**src/ofbs_ram.sv**
```systemverilog
// Generic single write port, single read port RAM with registered read data.
// Depends on nothing.
`default_nettype none
module ofbs_ram #(
  parameter int WIDTH = 8,
  parameter int DEPTH = 2
) (
  input  wire logic                                     clk,
  input  wire logic                                     we,
  input  wire logic [((DEPTH > 1) ? $clog2(DEPTH) : 1)-1:0] waddr,
  input  wire logic [WIDTH-1:0]                         wdata,
  input  wire logic [((DEPTH > 1) ? $clog2(DEPTH) : 1)-1:0] raddr,
  output logic      [WIDTH-1:0]                         rdata
);
  logic [WIDTH-1:0] mem [DEPTH];

  always_ff @(posedge clk) begin
    if (we) begin
      mem[waddr] <= wdata;
    end
    rdata <= mem[raddr];
  end
endmodule
`default_nettype wire

```
**config.mk**
```make
export PLATFORM = sky130hd
export DESIGN_NAME = ofbs_ram
export DESIGN_NICKNAME = d
export VERILOG_FILES = /design/src/ofbs_ram.sv
export SDC_FILE = /design/constraint.sdc
export NUM_CORES = 1
export LEC_CHECK = 0
export BUFFER_PORTS_ARGS = -buffer_cell sky130_fd_sc_hd__buf_2
export CAP_MARGIN = 20
export CORE_MARGIN = 2
export CORE_UTILIZATION = 35
export DETAILED_ROUTE_END_ITERATION = 8
export HOLD_SLACK_MARGIN = 0.08
export SLEW_MARGIN = 10
export SYNTH_ARGS = -nofsm -noshare
export SYNTH_HDL_FRONTEND = slang
export SYNTH_SLANG_ARGS = --single-unit
export TNS_END_PERCENT = 100
```
**constraint.sdc**
```tcl
create_clock -name clk -period 2.7 [get_ports clk]
set_clock_uncertainty 0.1 [all_clocks]
set_input_delay 0.135 -clock clk [delete_from_list [all_inputs] [get_ports clk]]
set_output_delay 0.135 -clock clk [all_outputs]
set_load 0.01 [all_outputs]
```
==> results.rst, run 1 <==
.. list-table::
   :header-rows: 1

   * - Metric
     - Value
   * - Top area cells in the synthesized netlist
     - edfxtp_1 61%, dfxtp_1 20%, mux2_4 15%
   * - Timing-limited maximum frequency
     - between 1000 and 1500 MHz
   * - Antenna Diode Count
     - 0
   * - Critical setup path kind
     - reg2out
   * - Post CTS Setup Buffer Count
     - 0
   * - Final number of setup-violating endpoints
     - 0
   * - Distinct cells, synth
     - 6
   * - GRT Residual Overflow
     - 0
   * - Worst r2r src
     - mem[0][1]
   * - Via count
     - between 300 and 400
   * - Share of post-route cells with drive strength above 1
     - between 40 and 50%
   * - Final slew viol count
     - 0
   * - Die Footprint
     - roughly 2600 um2
   * - Data arrival time of the critical path
     - 0.74 ns
   * - Maximum single-stage delay on the critical path
     - 0.32 ns
   * - All-Layer GR Usage
     - about 9%
   * - Critical path origin
     - rdata[6]
   * - Syn. warnings
     - 0
   * - Post-Route Hold Slack
     - roughly 0.15 ns
   * - CTS resizes
     - 0
   * - Share of synthesized area occupied by flip-flops and latches
     - about four fifths
   * - Die Span Y
     - 51.35 um
   * - Global-route wire length before repair
     - about 1.6 mm
   * - Slowest CP cell
     - dfxtp_1
   * - DRC violation count after routing
     - 0
   * - Clock latency on the worst-skew pair
     - ~0.30 ns
   * - Relative slew slack
     - around 56%
   * - Per-instance average area after synthesis
     - roughly 22 um2
   * - Post-synthesis instance area
     - 784.5 um2
   * - CTS hold repair buffers
     - 8
   * - Number of endpoints with negative hold slack in the final report
     - 0
   * - RSZ-0062 raised after global routing
     - false
   * - Nature of the critical path endpoint
     - output pin
   * - Actual slew at the worst max-slew pin
     - approximately 0.66 ns
   * - Width of the chip
     - a little over 50 um
   * - Largest net degree at the start of global routing
     - 13
   * - Post-Synthesis Cells
     - 35
   * - Clk slew on worst S/H paths
     - 0.11 ns
   * - Count of state elements after synthesis
     - 24
   * - Final cell count without fillers
     - between 90 and 100
   * - Area grow syn2layout
     - 28.23%
   * - CTS Buffer Depth
     - 2
   * - Detailed-route wire length per cell
     - approximately 11 um
   * - CP delay by family, top
     - flip-flops
   * - Final cycle utilization of the critical path
     - a little over a third
   * - Clock tree from TritonCTS
     - built
   * - Cell type contributing the most total cell area after synthesis
     - edfxtp_1
   * - Cell-by-cell listing of the critical path
     - buf_2
   * - Combinational family with the most area after synthesis
     - multiplexers
   * - Cell count after placement
     - 81
   * - XOR/XNOR Fraction of Synth Area
     - 0%
   * - Count of buffer and inverter cells on the critical path
     - 1
   * - Number of primary I/O pins
     - 20
   * - CTS buffer count
     - 3
   * - Max-Cap Viols
     - 0
   * - Routability congestion estimate
     - ~0.63
   * - Run status
     - completed
   * - Number of nets produced by synthesis
     - 47
   * - Compound-Gate Fraction of Synth Area
     - 0%
   * - Core Region
     - 2170 um2
   * - Data required, critical path
     - 2.47 ns
   * - Routed Antenna Nets
     - 0
   * - Vias in the first global route
     - around 410
   * - Multiplexer share of the synthesized area
     - between 10% and 20%
   * - Leak pwr
     - 0.4102 nW
   * - Adder-cell share of the synthesized area
     - 0%
   * - Number of nets in the finished design
     - between 70 and 80
   * - Avg Vias per Cell
     - 4.087
   * - Site Rows
     - 17
   * - Total power
     - approximately 0.63 mW
   * - Initial core utilization
     - between 30 and 40%
   * - Fill cell instance count of the final layout
     - about 200
   * - Worst min path class
     - in2reg
   * - Number of antenna violations at the first check in global routing
     - 0
   * - End of the critical path
     - rdata[6]
   * - Share of the synthesized area in the top cell type
     - between 60% and 70%
   * - Max VDD drop
     - 385.8 uV
   * - Number of DRC markers in iteration 0
     - 4
   * - DRT Pass-1 Iters
     - 4
   * - Root buffer selected by CTS
     - clkbuf_4
   * - Detailed-route wire length
     - 990 um
   * - Final worst path period need
     - about 1 ns
   * - Sort of element at the start of the critical path
     - register
   * - Clock sinks
     - 24
   * - Buffers added on ports
     - 19
   * - Pwr per Cell Area
     - approximately 630 nW/um2
   * - Depth of the CTS H-tree
     - 1
   * - Accumulated negative setup slack
     - 0 ns
   * - Simple-Gate Fraction of Synth Area
     - 1.595%
   * - Maximum net fanout on the critical path
     - 1
   * - Reg-to-Reg End
     - rdata[1]
   * - Reg2reg path depth
     - 1
   * - Critical Path Stages
     - 1
   * - R2R Setup Slk
     - 1.85 ns
## power breakdown
part	internal [mW]	switching (mW)	total [mW]
Clock	0.0520	0.0905	0.142
Combinational	0.0369	0.0238	0.0607
Sequential	0.421	0.00592	0.426
## cell usage after synthesis, drive strengths merged
cell	count
and2	1
buf	1
dfxtp	8
edfxtp	16
mux2	8
nor2b	1
## worst min path at each step
stage,from,depth (start not counted),endpoint,slack (ns)
after detailed placement,wdata[5],1,mem[1][5],0.23
after global placement,wdata[5],1,mem[1][5],0.22
after global routing,raddr,2,rdata[2],0.15
after floorplan,wdata[0],0,mem[0][0],0.13
after CTS,waddr,2,mem[0][6],0.16
final,waddr,2,mem[0][6],0.15
## metrics by stage
step	setup slack, ns	instance area [um2]	utilization [%]
after floorplan	1.672	784.5	-
after global placement	1.489	903.4	41.64
after detailed placement	1.441	903.4	41.64
after CTS	1.715	1006	46.37
after global routing	1.662	1006	46.37
final	1.727	1006	46.37
## kinds of logic after synthesis
family / count (synthesis)
DFF: 24
muxes: 8
and+or+nand+nor: 2
buffers and inverters: 1
## metal layers
metal / GRT usage [%] / part of all wire, % / wire length (um) / vias up
met5: 0 / 0 / 0 / -
met4: 3.947 / 0 / 0 / 0
met3: 3.509 / 7.3 / 72 / 0
met2: 17.10 / 56 / 557 / 16
met1: 7.810 / 36 / 359 / 172
li1: - / - / - / 188
## placed cells by master, fill, tap and decap left out
cell           instances
and2_1                 1
buf_2                 19
clkbuf_4               3
dfxtp_1                8
dlygate4sd3_1          8
edfxtp_1              16
mux2_4                 8
nor2b_1                1
## flip-flops by register name, indices dropped and copies added, names as in the netlist
register	count
mem	16
rdata	8
## area by class of cell
class | instances | area, um2 | area share (%)
clock buffer | 3 | 22.52 | 2.239
multi-input combinational | 10 | 132.6 | 13.18
sequential | 24 | 640.6 | 63.68
timing repair buffer | 27 | 175.2 | 17.41
tap | 28 | 35.03 | 3.483
Note: power is estimated with default switching activity, not from simulation.
==> run 2: changes to the inputs <==
--- a/config.mk
+++ b/config.mk
@@ -5,6 +5,7 @@
 export SDC_FILE = /design/constraint.sdc
 export NUM_CORES = 1
 export LEC_CHECK = 0
+export ABC_AREA = 1
 export BUFFER_PORTS_ARGS = -buffer_cell sky130_fd_sc_hd__buf_2
 export CAP_MARGIN = 20
 export CORE_MARGIN = 2
==> constraint.sdc (replaced) <==
create_clock -name clk -period 0.9 [get_ports clk]
set_clock_uncertainty 0.1 [all_clocks]
set_input_delay 0.045 -clock clk [delete_from_list [all_inputs] [get_ports clk]]
set_output_delay 0.045 -clock clk [all_outputs]
set_load 0.01 [all_outputs]
==> run 2 against run 1 <==
Against the previous run: via count rose by 26%; die area decreased by 2.8%; hold slack got worse by 0.087 ns; synthesized cell count up 54%; first-iteration DRC count rose by 25%; critical path depth is the same; sequential power rose to 3.0 times the previous value; register-to-register slack got worse by 1.7 ns; highest routed layer is now met4.
==> results.rst, run 2 <==
.. list-table::
   :header-rows: 1

   * - Metric
     - Value
   * - Per-instance average area after synthesis
     - 14.09 um2 (-37%)
   * - XOR/XNOR Fraction of Synth Area
     - 0% (unchanged)
   * - CP delay by family, top
     - flip-flops
   * - Combinational family with the most area after synthesis
     - simple AND/OR/NAND/NOR gates
   * - Distinct cells, synth
     - 7 (+1)
   * - Pwr per Cell Area
     - 1879 nW/um2 (+200%)
   * - Number of antenna violations at the first check in global routing
     - 0 (unchanged)
   * - Final worst path period need
     - between 0.8 and 0.9 ns
   * - Post-synthesis instance area
     - 760.7 um2 (-3.0%)
   * - Die Footprint
     - 2562 um2 (-2.8%)
   * - Depth of the CTS H-tree
     - 1 (unchanged)
   * - Buffers added on ports
     - 19 (unchanged)
   * - Nature of the critical path endpoint
     - output pin
   * - Post-Synthesis Cells
     - 54 (+54%)
   * - Fill cell instance count of the final layout
     - 191 (-5.9%)
   * - Slowest CP cell
     - dfxtp_2
   * - Number of nets produced by synthesis
     - 66 (+40%)
   * - DRT Pass-1 Iters
     - 4 (unchanged)
   * - Via count
     - 475 (+26%)
   * - Number of nets in the finished design
     - 101 (+29%)
   * - Detailed-route wire length
     - 1.209 mm (+22%)
   * - Leading registers by flop count
     - mem x16, rdata x8
   * - Reg with most FFs
     - mem
   * - Reg power frac
     - 66.0% (-1.7 points)
   * - Detailed-route wire length per cell
     - 10.51 um (-2.3%)
   * - GRT Residual Overflow
     - 0 (unchanged)
   * - Primary flip-flop cell chosen by synthesis mapping
     - edfxtp_1
   * - Setup slack after layout
     - 0.002226 ns (-1.724 ns)
   * - Routability congestion estimate
     - 0.6428 (+1.8%)
   * - Die Span Y
     - 50.62 um (-1.4%)
   * - Cell-by-cell listing of the critical path
     - buf_6
   * - Final number of setup-violating endpoints
     - 0 (unchanged)
   * - DRC violation count after routing
     - 0 (unchanged)
   * - All-Layer GR Usage
     - 10.78% (+2.0 points)
   * - Critical setup path kind
     - reg2out
   * - Share of post-route cells with drive strength above 1
     - 30.68% (-16 points)
   * - Final slew viol count
     - 0 (unchanged)
   * - Avg Vias per Cell
     - 4.130 (+1.1%)
   * - Compound-Gate Fraction of Synth Area
     - 0% (unchanged)
   * - Cell type contributing the most total cell area after synthesis
     - edfxtp_1
   * - Largest net degree at the start of global routing
     - 14 (+1)
   * - Routed Antenna Nets
     - 0 (unchanged)
   * - Data required, critical path
     - 0.75 ns (-1.72 ns)
   * - Power dissipated by switching net loads
     - 0.4122 mW (+240%)
   * - Run status
     - completed
   * - Vias in the first global route
     - 452 (+11%)
   * - Initial core utilization
     - 38.00% (+1.8 points)
   * - Clock tree from TritonCTS
     - built
   * - Adder-cell share of the synthesized area
     - 0% (unchanged)
   * - Setup Slack @ Placement
     - 0.01964 ns (-1.422 ns)
   * - Count of state elements after synthesis
     - 24 (unchanged)
   * - Max VDD drop
     - 965.3 uV (+150%)
   * - Commonest cells post-synth
     - 25 x nand2_1, 16 x edfxtp_1, 8 x dfxtp_1
   * - Reg2reg path depth
     - 2 (+1)
   * - Cell count of the worst hold path
     - 3 (+1)
   * - Worst min path class
     - in2reg
   * - Number of endpoints with negative hold slack in the final report
     - 0 (unchanged)
   * - R2R Setup Slk
     - 0.19 ns (-1.66 ns)
   * - Max-Cap Viols
     - 0 (unchanged)
   * - Total power
     - 1.939 mW (+210%)
   * - Part of the power in the clock network
     - 24.7% (+2.1 points)
   * - Combinational fraction of design power
     - 9.3% (-0.3 points)
   * - Site Rows
     - 16 (-1)
   * - Data arrival time of the critical path
     - 0.75 ns (about the same)
   * - Number of enable-type register cells in the synthesized netlist
     - 16 (unchanged)
   * - Syn. warnings
     - 0 (unchanged)
   * - RSZ-0062 raised after global routing
     - true
   * - Maximum net fanout on the critical path
     - 1 (unchanged)
   * - Critical Path Stages
     - 1 (unchanged)
   * - Switching Fraction
     - 21.26% (+2.2 points)
   * - Fraction of synthesis flops using an asynchronous set or reset pin
     - 0% (unchanged)
   * - Top area cells in the synthesized netlist
     - edfxtp_1 63%, dfxtp_1 21%, nand2_1 12%
   * - Leak pwr
     - 0.4638 nW (+13%)
   * - Simple-Gate Fraction of Synth Area
     - 12.83% (+11 points)
   * - CTS hold repair buffers
     - 10 (+2)
   * - Global-route wire length before repair
     - 1.925 mm (+22%)
   * - Width of the chip
     - 50.62 um (-1.4%)
   * - Flip-flop count of the largest register after layout
     - 16 (unchanged)
   * - Leading cell type by number of instances after synthesis
     - nand2_1
   * - Maximum single-stage delay on the critical path
     - 0.34 ns (+0.02 ns)
   * - Core Region
     - 2002 um2 (-7.7%)
   * - Share of synthesized area occupied by flip-flops and latches
     - 84.21% (+2.6 points)
   * - Clk slew on worst S/H paths
     - 0.13 ns (+0.02 ns)
   * - Number of DRC markers in iteration 0
     - 5 (+1)
   * - CTS Buffer Depth
     - 2 (unchanged)
   * - Commonest cells after routing, fill and taps aside
     - 25 x nand2_1, 18 x buf_2, 16 x edfxtp_1
   * - Clock sinks
     - 24 (unchanged)
   * - Timing-limited maximum frequency
     - about 1100 MHz
   * - HPWL after DPL
     - 826.6 um
   * - Actual slew at the worst max-slew pin
     - 0.3148 ns (-0.3439 ns)
   * - Final cycle utilization of the critical path
     - between 90 and 100%
   * - Share of the synthesized area in the top cell type
     - 63.16% (+1.9 points)
   * - Number of primary I/O pins
     - 20 (unchanged)
   * - Clock latency on the worst-skew pair
     - 0.31 ns (about the same)
   * - Root buffer selected by CTS
     - clkbuf_4
   * - Relative slew slack
     - 79.01% (+23 points)
   * - Multiplexer share of the synthesized area
     - 0% (-15 points)
   * - Area grow syn2layout
     - 35.69%
   * - CTS buffer count
     - 3 (unchanged)
   * - Internal cell power
     - 1.527 mW (+200%)
   * - Most common cell after layout, fill and taps aside
     - nand2_1
   * - Count of buffer and inverter cells on the critical path
     - 1 (unchanged)
   * - Sort of element at the start of the critical path
     - register
   * - Antenna Diode Count
     - 0 (unchanged)
[run 2: worst min-delay path, stage by stage]
cell and delay, ns:
buf_2 0.09, nor2_2 0.04, buf_4 0.14
[run 2: cell families (layout without fill, tap and decap cells)]
logic type,Yosys count,after routing
flops,24,24
buf+inv,4,38
simple gates,26,26
[run 2: timing repair]
| item | in CTS | in global routing |
|---|---|---|
| endpoints found under the hold margin | 27 | 3 |
| resized for setup | 2 | 1 |
| setup buffers | 0 | 0 |
| endpoints found under the setup margin | 4 | 11 |
[run 2: through the flow]
step	std cells	cell area [um2]	TNS (ns)	utilization, %	hold WS (ns)
final	115	1032	0	51.56	0.06635
after global routing	115	1032	-0.1724	51.56	0.06280
after CTS	115	1030	-0.02196	51.44	0.06294
after detailed placement	101	895.9	0	44.75	0.1381
after global placement	101	895.9	0	44.75	0.1376
after floorplan	54	763.2	0	-	0.04387
[run 2: worst paths after layout]
kind | startpoint | endpoint
max | rdata[0] | rdata[0]
max reg2reg | mem[0][4] | rdata[4]
min | waddr | mem[0][3]
min reg2reg | mem[0][5] | rdata[5]
[run 2: cell type report]
cell class | instances | area (um2) | area share, %
inverter | 3 | 11.26 | 1.091
tap | 27 | 33.78 | 3.273
multi-input combinational | 26 | 100.1 | 9.697
sequential | 24 | 641.9 | 62.18
clock buffer | 4 | 26.28 | 2.545
timing repair buffer | 31 | 219.0 | 21.21
[run 2: per-layer routing]
layer | wire [um] | up-vias | global-route usage [%]
met2 | 612 | 14 | 19.08
met4 | 15 | 0 | 6.757
met3 | 55 | 2 | 2.083
met1 | 526 | 214 | 11.74
li1 | - | 245 | -
met5 | 0 | - | 0
[run 2: power by group through the flow]
| stage | Sequential (mW) | Clock [mW] | Combinational [mW] |
|---|---|---|---|
| 2_1_floorplan | 1.32 | 0 | 0.0518 |
| 3_3_place_gp | 1.30 | 0 | 0.141 |
| 3_5_place_dp | 1.30 | 0 | 0.146 |
| 4_1_cts | 1.28 | 0.487 | 0.184 |
| 5_1_grt | 1.29 | 0.524 | 0.201 |
| 6_report | 1.28 | 0.479 | 0.180 |
